**config.mk**
```make
export PLATFORM = sky130hd
export DESIGN_NAME = shift_add_integer_alu
export DESIGN_NICKNAME = d
export VERILOG_FILES = /design/src/rtl/saia_pkg.sv /design/src/rtl/shift_add_integer_alu.sv /design/src/rtl/saia_front.sv /design/src/rtl/saia_queue.sv /design/src/rtl/saia_exec.sv
export SDC_FILE = /design/constraint.sdc
export NUM_CORES = 1
export LEC_CHECK = 0
export BUFFER_PORTS_ARGS = -buffer_cell sky130_fd_sc_hd__buf_4
export CORE_MARGIN = 4
export CORE_UTILIZATION = 38
export DETAILED_ROUTE_END_ITERATION = 12
export PLACE_DENSITY = 0.57
export SYNTH_ARGS = -nofsm -noshare
export SYNTH_HDL_FRONTEND = slang
export SYNTH_HIERARCHICAL = 1
export SYNTH_SLANG_ARGS = --single-unit
```
**constraint.sdc**
```tcl
create_clock -name clk_i -period 7.55 [get_ports clk_i]
set_clock_uncertainty 0.05 [all_clocks]
set_input_delay 1.8875 -clock clk_i [delete_from_list [all_inputs] [get_ports clk_i]]
set_output_delay 1.8875 -clock clk_i [all_outputs]
set_load 0.01 [all_outputs]
```
**src/rtl/saia_pkg.sv**
```systemverilog
// Shared types and constants for the shift-add integer ALU.
`timescale 1ns / 1ps

package saia_pkg;

  localparam int DataWidthDef = 32;
  localparam int ReqTypeW     = 3;
  localparam int QueueDepth   = 2;

  // Request opcodes as they arrive on the input stream
  localparam logic [ReqTypeW-1:0] OpAdd = 3'd0;
  localparam logic [ReqTypeW-1:0] OpSub = 3'd1;
  localparam logic [ReqTypeW-1:0] OpMul = 3'd2;
  localparam logic [ReqTypeW-1:0] OpDiv = 3'd3;
  localparam logic [ReqTypeW-1:0] OpMod = 3'd4;

  // Work class decided by the front end; KindZero returns 0 with the given status
  typedef enum logic [2:0] {
    KindAdd  = 3'd0,
    KindSub  = 3'd1,
    KindMul  = 3'd2,
    KindDiv  = 3'd3,
    KindMod  = 3'd4,
    KindZero = 3'd5
  } kind_e;

  typedef struct packed {
    kind_e kind;
    logic  status;
  } ctl_t;

endpackage

```
**src/rtl/shift_add_integer_alu.sv**
```systemverilog
// Add and subtract pass through the request queue and the output register; multiply,
// divide and modulo pass through the queue, the one-bit-per-cycle shift-add and
// restoring-divide loop in the execution unit, its done state and the output register.
// Throughput: one add/sub per cycle while the output is free; no request starts while
// the loop runs, but a two-entry queue lets input transfers continue meanwhile.
// Reset (rst_ni low, asynchronous) empties the queue and the output register.
`timescale 1ns / 1ps

module shift_add_integer_alu #(
  parameter int DATA_WIDTH = saia_pkg::DataWidthDef
) (
  input  logic                                 clk_i,
  input  logic                                 rst_ni,
  input  logic                                 s_axis_tvalid,
  output logic                                 s_axis_tready,
  // operand_a, operand_b (from bit 0 up), zero padded to whole bytes
  input  logic [((2*DATA_WIDTH+7)/8)*8-1:0]    s_axis_tdata,
  // req_type
  input  logic [saia_pkg::ReqTypeW-1:0]        s_axis_tuser,
  output logic                                 m_axis_tvalid,
  input  logic                                 m_axis_tready,
  // result_value, zero padded to whole bytes
  output logic [((DATA_WIDTH+7)/8)*8-1:0]      m_axis_tdata,
  // status
  output logic                                 m_axis_tuser
);

  localparam int OutDataW = ((DATA_WIDTH + 7) / 8) * 8;

  logic                  push, full, pop, q_valid;
  saia_pkg::ctl_t        push_ctl, pop_ctl;
  logic [DATA_WIDTH-1:0] op_a, op_b, pop_a, pop_b, result_value;

  assign op_a = s_axis_tdata[DATA_WIDTH-1:0];
  assign op_b = s_axis_tdata[2*DATA_WIDTH-1:DATA_WIDTH];

  saia_front #(
    .DataWidth (DATA_WIDTH)
  ) u_front (
    .s_valid_i   (s_axis_tvalid),
    .s_ready_o   (s_axis_tready),
    .req_type_i  (s_axis_tuser),
    .operand_a_i (op_a),
    .operand_b_i (op_b),
    .push_o      (push),
    .push_ctl_o  (push_ctl),
    .full_i      (full)
  );

  saia_queue #(
    .DataWidth (DATA_WIDTH),
    .Depth     (saia_pkg::QueueDepth)
  ) u_queue (
    .clk_i      (clk_i),
    .rst_ni     (rst_ni),
    .push_i     (push),
    .push_ctl_i (push_ctl),
    .push_a_i   (op_a),
    .push_b_i   (op_b),
    .full_o     (full),
    .pop_i      (pop),
    .valid_o    (q_valid),
    .pop_ctl_o  (pop_ctl),
    .pop_a_o    (pop_a),
    .pop_b_o    (pop_b)
  );

  saia_exec #(
    .DataWidth (DATA_WIDTH)
  ) u_exec (
    .clk_i          (clk_i),
    .rst_ni         (rst_ni),
    .valid_i        (q_valid),
    .ctl_i          (pop_ctl),
    .a_i            (pop_a),
    .b_i            (pop_b),
    .pop_o          (pop),
    .m_valid_o      (m_axis_tvalid),
    .m_ready_i      (m_axis_tready),
    .result_value_o (result_value),
    .status_o       (m_axis_tuser)
  );

  assign m_axis_tdata = OutDataW'(result_value);

endmodule

```
**src/rtl/saia_front.sv**
```systemverilog
// Front end: accepts requests, classifies them and pushes them into the queue.
`timescale 1ns / 1ps

module saia_front #(
  parameter int DataWidth = saia_pkg::DataWidthDef
) (
  input  logic                          s_valid_i,
  output logic                          s_ready_o,
  input  logic [saia_pkg::ReqTypeW-1:0] req_type_i,
  input  logic [DataWidth-1:0]          operand_a_i,
  input  logic [DataWidth-1:0]          operand_b_i,
  output logic                          push_o,
  output saia_pkg::ctl_t                push_ctl_o,
  input  logic                          full_i
);

  logic bad_div;

  // Divide needs a non-negative dividend and a strictly positive divisor
  assign bad_div = (operand_b_i == '0) || operand_b_i[DataWidth-1] || operand_a_i[DataWidth-1];

  always_comb begin
    push_ctl_o.status = 1'b0;
    unique case (req_type_i) inside
      saia_pkg::OpAdd: push_ctl_o.kind = saia_pkg::KindAdd;
      saia_pkg::OpSub: push_ctl_o.kind = saia_pkg::KindSub;
      saia_pkg::OpMul: push_ctl_o.kind = saia_pkg::KindMul;
      saia_pkg::OpDiv, saia_pkg::OpMod: begin
        if (bad_div) begin
          push_ctl_o.kind   = saia_pkg::KindZero;
          push_ctl_o.status = 1'b1;
        end else if (req_type_i == saia_pkg::OpDiv) begin
          push_ctl_o.kind = saia_pkg::KindDiv;
        end else begin
          push_ctl_o.kind = saia_pkg::KindMod;
        end
      end
      default: push_ctl_o.kind = saia_pkg::KindZero;
    endcase
  end

  assign s_ready_o = !full_i;
  assign push_o    = s_valid_i && !full_i;

endmodule

```
**src/rtl/saia_queue.sv**
```systemverilog
// Short request queue between the front end and the execution unit.
`timescale 1ns / 1ps

module saia_queue #(
  parameter int DataWidth = saia_pkg::DataWidthDef,
  parameter int Depth     = saia_pkg::QueueDepth
) (
  input  logic                 clk_i,
  input  logic                 rst_ni,
  input  logic                 push_i,
  input  saia_pkg::ctl_t       push_ctl_i,
  input  logic [DataWidth-1:0] push_a_i,
  input  logic [DataWidth-1:0] push_b_i,
  output logic                 full_o,
  input  logic                 pop_i,
  output logic                 valid_o,
  output saia_pkg::ctl_t       pop_ctl_o,
  output logic [DataWidth-1:0] pop_a_o,
  output logic [DataWidth-1:0] pop_b_o
);

  localparam int PtrW = (Depth > 1) ? $clog2(Depth) : 1;
  localparam int CntW = $clog2(Depth + 1);

  saia_pkg::ctl_t       ctl_q [Depth];
  logic [DataWidth-1:0] a_q   [Depth];
  logic [DataWidth-1:0] b_q   [Depth];
  logic [PtrW-1:0]      wr_ptr_q, wr_ptr_d, rd_ptr_q, rd_ptr_d;
  logic [CntW-1:0]      count_q, count_d;

  function automatic logic [PtrW-1:0] ptr_inc(input logic [PtrW-1:0] p);
    ptr_inc = (p == PtrW'(Depth - 1)) ? '0 : p + 1'b1;
  endfunction

  assign full_o    = (count_q == CntW'(Depth));
  assign valid_o   = (count_q != '0);
  assign pop_ctl_o = ctl_q[rd_ptr_q];
  assign pop_a_o   = a_q[rd_ptr_q];
  assign pop_b_o   = b_q[rd_ptr_q];

  always_comb begin
    wr_ptr_d = push_i ? ptr_inc(wr_ptr_q) : wr_ptr_q;
    rd_ptr_d = pop_i ? ptr_inc(rd_ptr_q) : rd_ptr_q;
    count_d  = count_q;
    if (push_i && !pop_i) begin
      count_d = count_q + 1'b1;
    end else if (pop_i && !push_i) begin
      count_d = count_q - 1'b1;
    end
  end

  always_ff @(posedge clk_i or negedge rst_ni) begin
    if (!rst_ni) begin
      wr_ptr_q <= '0;
      rd_ptr_q <= '0;
      count_q  <= '0;
    end else begin
      wr_ptr_q <= wr_ptr_d;
      rd_ptr_q <= rd_ptr_d;
      count_q  <= count_d;
    end
  end

  always_ff @(posedge clk_i) begin
    if (push_i) begin
      ctl_q[wr_ptr_q] <= push_ctl_i;
      a_q[wr_ptr_q]   <= push_a_i;
      b_q[wr_ptr_q]   <= push_b_i;
    end
  end

endmodule

```
**src/rtl/saia_exec.sv**
```systemverilog
// Execution unit: direct add/sub, bit-serial shift-add multiply and restoring divide.
`timescale 1ns / 1ps

module saia_exec #(
  parameter int DataWidth = saia_pkg::DataWidthDef
) (
  input  logic                 clk_i,
  input  logic                 rst_ni,
  input  logic                 valid_i,
  input  saia_pkg::ctl_t       ctl_i,
  input  logic [DataWidth-1:0] a_i,
  input  logic [DataWidth-1:0] b_i,
  output logic                 pop_o,
  output logic                 m_valid_o,
  input  logic                 m_ready_i,
  output logic [DataWidth-1:0] result_value_o,
  output logic                 status_o
);

  localparam int CntW = $clog2(DataWidth);

  typedef enum logic [2:0] {
    StIdle = 3'b001,
    StBusy = 3'b010,
    StDone = 3'b100
  } state_e;

  state_e                state_q, state_d;
  saia_pkg::kind_e       kind_q, kind_d;
  logic [CntW-1:0]       cnt_q, cnt_d;
  logic [DataWidth-1:0]  acc_q, acc_d;
  logic [DataWidth-1:0]  x_q, x_d;
  logic [DataWidth-1:0]  y_q, y_d;
  logic                  out_valid_q, out_valid_d;
  logic [DataWidth-1:0]  out_data_q, out_data_d;
  logic                  out_status_q, out_status_d;
  logic                  out_free;
  logic [DataWidth-1:0]  shift_r;
  logic [DataWidth:0]    diff;

  // Partial remainder stays below the divisor, so one shift still fits the word
  assign shift_r = {acc_q[DataWidth-2:0], x_q[DataWidth-1]};
  assign diff    = {1'b0, shift_r} - {1'b0, y_q};
  assign out_free = !out_valid_q || m_ready_i;

  always_comb begin
    state_d      = state_q;
    kind_d       = kind_q;
    cnt_d        = cnt_q;
    acc_d        = acc_q;
    x_d          = x_q;
    y_d          = y_q;
    out_data_d   = out_data_q;
    out_status_d = out_status_q;
    out_valid_d  = out_valid_q && !m_ready_i;
    pop_o        = 1'b0;

    unique case (state_q)
      StIdle: begin
        if (valid_i && out_free) begin
          pop_o = 1'b1;
          case (ctl_i.kind) inside
            saia_pkg::KindAdd: begin
              out_valid_d  = 1'b1;
              out_data_d   = a_i + b_i;
              out_status_d = 1'b0;
            end
            saia_pkg::KindSub: begin
              out_valid_d  = 1'b1;
              out_data_d   = a_i - b_i;
              out_status_d = 1'b0;
            end
            saia_pkg::KindMul, saia_pkg::KindDiv, saia_pkg::KindMod: begin
              kind_d  = ctl_i.kind;
              acc_d   = '0;
              x_d     = a_i;
              y_d     = b_i;
              cnt_d   = CntW'(DataWidth - 1);
              state_d = StBusy;
            end
            default: begin
              out_valid_d  = 1'b1;
              out_data_d   = '0;
              out_status_d = ctl_i.status;
            end
          endcase
        end
      end
      StBusy: begin
        if (kind_q == saia_pkg::KindMul) begin
          // Add the shifted multiplicand for each set multiplier bit
          if (y_q[0]) begin
            acc_d = acc_q + x_q;
          end
          x_d = {x_q[DataWidth-2:0], 1'b0};
          y_d = {1'b0, y_q[DataWidth-1:1]};
        end else begin
          // Restore unless the trial subtraction stays non-negative
          acc_d = diff[DataWidth] ? shift_r : diff[DataWidth-1:0];
          x_d   = {x_q[DataWidth-2:0], !diff[DataWidth]};
        end
        cnt_d = cnt_q - 1'b1;
        if (cnt_q == '0) begin
          state_d = StDone;
        end
      end
      StDone: begin
        if (out_free) begin
          out_valid_d  = 1'b1;
          out_data_d   = (kind_q == saia_pkg::KindDiv) ? x_q : acc_q;
          out_status_d = 1'b0;
          state_d      = StIdle;
        end
      end
      default: state_d = StIdle;
    endcase
  end

  always_ff @(posedge clk_i or negedge rst_ni) begin
    if (!rst_ni) begin
      state_q     <= StIdle;
      out_valid_q <= 1'b0;
    end else begin
      state_q     <= state_d;
      out_valid_q <= out_valid_d;
    end
  end

  always_ff @(posedge clk_i) begin
    kind_q       <= kind_d;
    cnt_q        <= cnt_d;
    acc_q        <= acc_d;
    x_q          <= x_d;
    y_q          <= y_d;
    out_data_q   <= out_data_d;
    out_status_q <= out_status_d;
  end

  assign m_valid_o      = out_valid_q;
  assign result_value_o = out_data_q;
  assign status_o       = out_status_q;

endmodule

```
==> run metrics, run 1 <==
synth warn 6; Hold WC Path Type reg2reg; Mapped Cells 1820; Crit Path Class reg2reg; GP Congestion 0.898; area growth from synthesis to layout 12.2%; Diodes inserted 0; RSZ-0062 raised after global routing no; Die H 229 um; CP Max Fanout slightly above 40; via count 14.2k; number of port buffers 105; number of I/O pins ~110; share of async-settable or async-resettable flops after synthesis 0.0285; Post-CTS Setup Inserts 0; final setup violation count 0; TritonCTS Buffers 29; share of layout cells above drive strength 1 0.147; Max VDD drop 314 uV; gr usage total 0.192; Startpoint Class flop; vias per std cell 5.62; Fin. Hold Viols 0; Avg WL per Cell 20.7 um; Total Nets Final 2096; number of clock sinks 281; initial antenna violation count 0; r2r endpoint u_exec/result_value_o[25]; Reg2Reg Depth 12; global-route wire length before repair 80.4 mm; syn nets between 2k and 2.5k; status complete, no violations; CP bufs+invs 2; largest net degree at the start of global routing slightly below 70; pwr/cell area between 500 and 600 nW/um2; slowest library cell on the worst path dfrtp_2; core area 48000 um2; dominant cells by area after synthesis edfxtp_1 44%, ha_1 8.6%, nand2_1 3.9%; Worst Hold End u_queue/count_q[1]; Pwr Total 11.1 mW; First-pass DRT Iterations 5; r2r setup slk 2.60 ns; period utilisation layout 0.655; Area after DPL 19900 um2; Post-Syn Area 18600 um2; Crit path max-delay family compound AO/OA/AOI/OAI gates; Reg clk slew, reported paths 0.06 ns; static leakage around 8.4 nW; Rows 80; Initial Utilization 0.388; register bit total from synthesis 281; DRT iter0 DRCs 1117; worst path cell trace buf_4 -> mux2_2 -> ha_1 -> inv_1 -> o21bai_1 -> a21oi_1 -> or4b_2 -> a211oi_1 -> o311a_1 -> nor4_1 -> xnor2_1 -> o22ai_1; slowest stage delay, CP 0.78 ns; vias in the first global route 13.6k; Crit path required time slightly below 8 ns; post-synth top area cell edfxtp_1; commonest non-fill, non-tap cell in the layout edfxtp_1; cts hold-fix bufs 0; CTS Root Cell clkbuf_16; Die ar. about 53000 um2; Slew Limit Fails 0; Syn Area/Cell just over 10 um2; Final ANT Viol Nets 0; EDFF count, synth 273; Slew headroom 0.219; WL final 52.4 mm; hold_sp u_queue/count_q[1]; number of remaining DRC errors 0; Clock Latency Late Sink 0.57 ns; post-synth cell types 90; Slew @ Worst Pin 1.16 ns; Remaining Overflow, GRT 0; Post-synth top flop edfxtp_1; # H-tree levels 1; CTS tree built; die width approximately 230 um; Max Fclk a little over 200 MHz; RR Startpoint u_queue/rd_ptr_q; TNS Setup 0 ns; most frequent cells in the layout 273 x edfxtp_1, 193 x nand2_1, 136 x a21oi_1, 128 x ha_1, 120 x buf_4; post-synthesis sequential area ratio 0.451; cts repair resizes 0; max cap viols 0; Final Critical Period 4.95 ns; post-route cell area 20900 um2; CTS Buffer Depth 3; area share of the largest cell type after synthesis 0.440; Hold Crit Depth 1; HPWL Detailed 40.1 mm; crit path DAT slightly above 5 ns; critical path endpoint category flop
[registers in the layout (all words and copies together), names as in the netlist, 2 cells and up]
| signal | flops |
|---|---|
| u_exec/state_q | 3 |
| u_exec/acc_q | 32 |
| u_queue/count_q | 2 |
| u_exec/cnt_q | 5 |
| u_exec/result_value_o | 32 |
| u_exec/x_q | 32 |
| u_queue/ctl_q | 8 |
| u_queue/b_q | 64 |
| u_queue/a_q | 64 |
| u_exec/kind_q | 3 |
| u_exec/y_q | 32 |
[cells in the mapped netlist, drive strengths merged (35+ instances only)]
master and n:
mux2 70, nand2 194, a21oi 136, a21o 62
mux2i 43, edfxtp 273, o21ai 114, nor3 35
inv 113, ha 128, xnor2 66, nor2 116
clkbuf 62
[logic make-up after synthesis]
| logic type | count (synthesis) | share of synthesized area |
|---|---|---|
| buf+inv | 191 | 0.0433 |
| simple gates | 500 | 0.127 |
| fa+ha+maj | 132 | 0.0903 |
| mux | 113 | 0.0675 |
| compound gates | 515 | 0.180 |
| flops | 281 | 0.451 |
| xor+xnor | 88 | 0.0414 |
[report_power, final]
part	leakage (nW)	internal, mW	switching (mW)	total [mW]
sequential	2.64	2.48	0.366	2.84
clock	0.464	0.845	0.613	1.46
combinational	5.30	2.66	4.16	6.82
[layout make-up]
| class | count | area [um2] |
|---|---|---|
| fillers | 4650 | 27100 |
| clock buffers | 33 | 741 |
| repair buffers | 120 | 901 |
| well taps | 615 | 769 |
| flip-flops and latches | 281 | 8400 |
| inverters | 113 | 424 |
| clock inverters | 21 | 224 |
| multi-input cells | 1348 | 9440 |
[per-stage QoR]
stage               hold WS, ns  std cells   util  setup slack [ns]
floorplan                 0.397       1820      -              1.82
global placement          0.413       2477  0.415              2.66
detailed placement        0.414       2477  0.415              2.66
CTS                       0.427       2531  0.435              2.63
global route              0.462       2531  0.435              2.27
finish                    0.432       2531  0.435              2.60
[routing by layer]
| metal | share of wire | vias to the layer above | global-route usage |
|---|---|---|---|
| met5 | 0 | - | 0 |
| met4 | 0.025 | 0 | 0.0502 |
| met3 | 0.053 | 66 | 0.0150 |
| met2 | 0.43 | 453 | 0.290 |
| met1 | 0.49 | 6851 | 0.297 |
| li1 | - | 6857 | - |
[how the worst max path moves through the flow]
stage / from / to / slack [ns] / cells after the start
after global routing: u_queue/rd_ptr_q / u_exec/result_value_o[25] / 2.27 / 12
after global placement: u_queue/rd_ptr_q / u_exec/result_value_o[28] / 2.66 / 13
final: u_queue/rd_ptr_q / u_exec/result_value_o[25] / 2.60 / 12
after CTS: u_queue/rd_ptr_q / u_exec/result_value_o[25] / 2.63 / 12
after detailed placement: u_queue/rd_ptr_q / u_exec/result_value_o[25] / 2.66 / 12
after floorplan: s_axis_tvalid / u_queue/a_q[0][0] / 1.82 / 2
(Power assumes the default switching activity.)
==> run 2: changes to the inputs <==
PLACE_DENSITY = 0.59   (was 0.57)
clock period = 4.1 ns   (was 7.55 ns; I/O delays follow)
==> run metrics, run 2 (synthesized netlist as in run 1, its figures left out) <==
final setup violation count 0 (unchanged); Crit path required time 4.38 ns (-3.39 ns); Slew Limit Fails 0 (unchanged); Startpoint Class flop; final core occ 0.461 (+0.0264); Total Nets Final 2218 (+5.8%); Diodes inserted 0 (unchanged); fill count 4572 (-1.7%); core area 48000 um2 (unchanged); GP Congestion 0.910 (+1.4%); Reg clk slew, reported paths 0.06 ns (about the same); cts hold-fix bufs 0 (unchanged); WL final 53.8 mm (+2.5%); CP Max Fanout 6 (-85%); Die ar. 52600 um2 (unchanged); TritonCTS Buffers 30 (+3.4%); First-pass DRT Iterations 5 (unchanged); Fin. Hold Viols 0 (unchanged); Slew @ Worst Pin 1.02 ns (-0.140 ns); sequential cell area 8400 um2 (about the same); Slew headroom 0.316 (+0.0975); number of port buffers 105 (unchanged); Largest regs u_queue/a_q (64), u_queue/b_q (64); number of clock sinks 281 (unchanged); Remaining Overflow, GRT 0 (unchanged); crit path DAT 4.28 ns (-0.89 ns); CTS Root Cell clkbuf_16; Clock Latency Late Sink 0.58 ns (about the same); HPWL Detailed 41.6 mm (+3.8%); commonest non-fill, non-tap cell in the layout edfxtp_1; Final Critical Period 4.01 ns (-0.940 ns); status complete, no violations; global-route wire length before repair 82.7 mm (+2.8%); TNS Setup 0 ns (unchanged); gr usage total 0.198 (+0.00566); max cap viols 0 (unchanged); initial antenna violation count 1 (+1); Final ANT Viol Nets 0 (unchanged); worst setup margin 0.0942 ns (-2.51 ns); # H-tree levels 1 (unchanged); most frequent cells in the layout 273 x edfxtp_1, 232 x buf_4, 193 x nand2_1, 133 x a21oi_1, 125 x ha_1; pre-CTS WS -0.247 ns (-2.90 ns); Die H 229 um (unchanged); Hold WC Path Type in2async; Max Fclk 250 MHz (+23%); largest net degree at the start of global routing 110 (+59%); DRT iter0 DRCs 1146 (+2.6%); r2r endpoint u_exec/result_value_o[28]; Reg2Reg Depth 15 (+3); RSZ-0062 raised after global routing yes; Crit Path Class reg2reg; vias per std cell 5.47 (-2.6%); number of remaining DRC errors 0 (unchanged); vias in the first global route 14.3k (+4.8%); CTS Buffer Depth 3 (unchanged); critical path endpoint category flop; Initial Utilization 0.388 (unchanged); die width 229 um (unchanged); Hold WS 0.206 ns (-0.226 ns); CTS tree built; share of layout cells above drive strength 1 0.211 (+0.0643); via count 14.5k (+2.1%); period utilisation layout 0.977 (+0.322); area of the multi-input gates 9600 um2 (+1.7%); number of I/O pins 106 (unchanged); RR Startpoint u_queue/rd_ptr_q; area growth from synthesis to layout 19.0%; Rows 80 (unchanged); Avg WL per Cell 20.3 um (-2.2%); r2r setup slk 0.09 ns (-2.51 ns)
==> run 2: cell types whose count changed in the layout (fill, tap and decap cells not counted), moves of 4 or more <==
| cell | before | now |
|---|---|---|
| o21ai_0 | 111 | 107 |
| buf_12 | 0 | 7 |
| clkinv_4 | 0 | 4 |
| clkinv_1 | 4 | 8 |
| buf_4 | 120 | 232 |
| clkinv_2 | 6 | 0 |
==> run 2: what timing repair did <==
| action | in CTS | in global routing |
|---|---|---|
| resized for setup | 7 | 36 |
| pin swaps | 1 | 11 |
| endpoints found under the setup margin | 11 | 11 |
| setup buffers | 4 | 1 |
==> run 2: layout make-up <==
| type | instances | area share |
|---|---|---|
| inverters | 113 | 0.0191 |
| repair buffers | 241 | 0.0861 |
| clock inverters | 21 | 0.0121 |
| clock buffers | 34 | 0.0355 |
| well taps | 615 | 0.0347 |
| multi-input cells | 1348 | 0.433 |
| flip-flops and latches | 281 | 0.379 |
==> run 2: metrics by stage <==
step	cells	instance area (um2)
floorplan	1820	18600
global placement	2593	20900
detailed placement	2593	20900
CTS	2652	22000
global route	2653	22200
finish	2653	22200
==> run 2: worst max path at each step <==
stage / to / slack (ns) / startpoint / cells past startpoint
floorplan: u_exec/acc_q[0] / 0.20 / m_axis_tready / 5
global placement: u_exec/result_value_o[30] / -0.16 / u_queue/rd_ptr_q / 18
detailed placement: u_exec/result_value_o[27] / -0.25 / u_queue/rd_ptr_q / 14
CTS: u_exec/result_value_o[28] / 0.01 / u_queue/rd_ptr_q / 16
global route: u_exec/result_value_o[25] / -0.03 / u_queue/rd_ptr_q / 15
finish: u_exec/result_value_o[28] / 0.09 / u_queue/rd_ptr_q / 15
==> run 2: layer usage <==
metal	up-vias	global-route usage	routed length, um
li1	7111	-	-
met1	6909	0.303	26000
met2	429	0.296	23000
met3	74	0.0212	3310
met4	0	0.0533	1430
met5	-	0	0
==> run 2: critical path: stages, from the launching register on <==
cell     delay [ns]
dfrtp_4        0.54
buf_12         0.16
mux2_2         0.32
inv_2          0.09
ha_2           0.30
a21oi_1        0.18
o21ai_1        0.16
nor2_2         0.19
a21oi_2        0.10
o31a_1         0.28
o31ai_2        0.25
buf_4          0.17
a21oi_1        0.08
a41o_1         0.25
or3_1          0.37
a31o_2         0.24
Power of run 2 is left out: the tool's default activity adds up to more than one toggle a clock period on the data nets, which glitch-free logic cannot reach.
==> run 3: changes to the inputs <==
PLACE_DENSITY = 0.57   (was 0.59)
clock period = 3.7 ns   (was 4.1 ns; I/O delays follow)
==> run metrics, run 3 (synthesized netlist as in run 1, its figures left out) <==
Startpoint Class flop; worst setup margin -0.126 ns (-0.220 ns); Slew @ Worst Pin 1.05 ns (+0.0278 ns); number of remaining DRC errors 0 (unchanged); RSZ-0062 raised after global routing yes; Reg clk slew, reported paths 0.07 ns (about the same); critical path endpoint category flop; TritonCTS Buffers 29 (-3.3%); Diodes inserted 0 (unchanged); Max Fclk 261 MHz (+4.7%); Avg WL per Cell 19.5 um (-3.9%); gr usage total 0.200 (+0.00221); largest net degree at the start of global routing 63 (-43%); HPWL Detailed 42.9 mm (+3.1%); CTS Buffer Depth 3 (unchanged); CTS Root Cell clkbuf_16; vias in the first global route 14.8k (+3.3%); Final Critical Period 3.83 ns (-0.180 ns); Clock Latency Late Sink 0.58 ns (about the same); die width 229 um (unchanged); fill count 4441 (-2.9%); number of port buffers 105 (unchanged); vias per std cell 5.35 (-2.2%); Fin. Hold Viols 0 (unchanged); Rows 80 (unchanged); First-pass DRT Iterations 5 (unchanged); Slew headroom 0.298 (-0.0186); Final ANT Viol Nets 0 (unchanged); Crit path required time 3.94 ns (-0.44 ns); final core occ 0.493 (+0.0314); Slew Limit Fails 0 (unchanged); CP Max Fanout 4 (-2); area growth from synthesis to layout 27.1%; CTS tree built; final setup violation count 5 (+5); max cap viols 0 (unchanged); Crit Path Class reg2reg; Die ar. 52600 um2 (unchanged); most frequent cells in the layout 378 x buf_4, 273 x edfxtp_1, 190 x nand2_1, 123 x a21oi_1, 115 x ha_1; core area 48000 um2 (unchanged); Remaining Overflow, GRT 0 (unchanged); Cell Count Post-Placement 2724 (+5.1%); Total Nets Final 2368 (+6.8%); Largest regs u_queue/a_q (64), u_queue/b_q (64); DRT iter0 DRCs 1097 (-4.3%); # H-tree levels 1 (unchanged); Hold WC Path Type in2async; number of clock sinks 281 (unchanged); Reg2Reg Depth 16 (+1); crit path DAT 4.07 ns (-0.21 ns); Die H 229 um (unchanged); WL final 54.6 mm (+1.5%); GP Congestion 0.890 (-2.2%); pre-CTS WS -0.521 ns (-0.274 ns); commonest non-fill, non-tap cell in the layout buf_4; share of layout cells above drive strength 1 0.293 (+0.0821); Hold WS 0.105 ns (-0.100 ns); Initial Utilization 0.388 (unchanged); status complete, but fails checks; post-route insts no fill 2802 (+5.6%); initial antenna violation count 1 (unchanged); number of I/O pins 106 (unchanged); via count 15.0k (+3.3%); period utilisation layout 1.03 (+0.0569); global-route wire length before repair 84.3 mm (+2.0%); violated checks negative setup slack; cts hold-fix bufs 0 (unchanged)
==> run 3: cell count changes in the layout (fill, tap and decap cells not counted), moves of 5 or more <==
cell,change
buf_4,+146
a21oi_1,-10
ha_1,-10
ha_4,+9
inv_1,-9
a21oi_2,+8
o21ai_0,-8
inv_2,+6
mux2_2,-6
mux2_4,+6
o21ai_1,+5
==> run 3: layout make-up <==
cell class / instances / area, um2 / share of cell area
multi-input cells: 1348 / 10000 / 0.423
flip-flops and latches: 281 / 8400 / 0.355
repair buffers: 392 / 3090 / 0.130
clock buffers: 36 / 772 / 0.0326
well taps: 615 / 769 / 0.0325
inverters: 113 / 432 / 0.0182
clock inverters: 17 / 200 / 0.00846
==> run 3: final timing paths <==
path | startpoint | endpoint | slack, ns
max reg2reg | u_queue/rd_ptr_q | u_exec/result_value_o[23] | -0.13
min in group clk_i | u_queue/count_q[1] | u_queue/count_q[1] | 0.43
max | u_queue/rd_ptr_q | u_exec/result_value_o[23] | -0.13
max in group asynchronous | rst_ni | u_exec/state_q[0] | 3.27
min | rst_ni | u_queue/count_q[1] | 0.11
min reg2reg | u_queue/count_q[1] | u_queue/count_q[1] | 0.43
==> run 3: per-stage QoR <==
step           TNS [ns]  instance area (um2)
4_1_cts          -0.158                23400
3_3_place_gp      -4.13                21900
6_report         -0.336                23700
2_1_floorplan         0                18600
3_5_place_dp      -5.31                21900
5_1_grt           -1.09                23700
==> run 3: repair_timing <==
action / in CTS / in global routing
gates resized for setup: 89 / 54
buffers inserted: 20 / 6
pin swaps: 33 / 35
endpoints found under the setup margin: 30 / 36
==> run 3: critical path: stages, from the launching register on <==
cell and delay (ns):
dfrtp_4 0.51, buf_12 0.15, buf_8 0.12, mux2_4 0.31, inv_4 0.06, ha_4 0.20
or3_4 0.39, nor3_2 0.16, o31a_1 0.25, o31ai_4 0.09, a211oi_2 0.29, a31oi_2 0.17
o21bai_1 0.25, buf_4 0.16, o22ai_2 0.07, xnor2_1 0.20, o22ai_1 0.09
==> run 3: routing by layer <==
| layer | up-vias | track usage | part of all wire |
|---|---|---|---|
| met4 | 0 | 0.0445 | 0.022 |
| li1 | 7423 | - | - |
| met3 | 66 | 0.0195 | 0.051 |
| met5 | - | 0 | 0 |
| met1 | 7106 | 0.299 | 0.49 |
| met2 | 402 | 0.315 | 0.44 |
Power of run 3 is left out for the same reason.
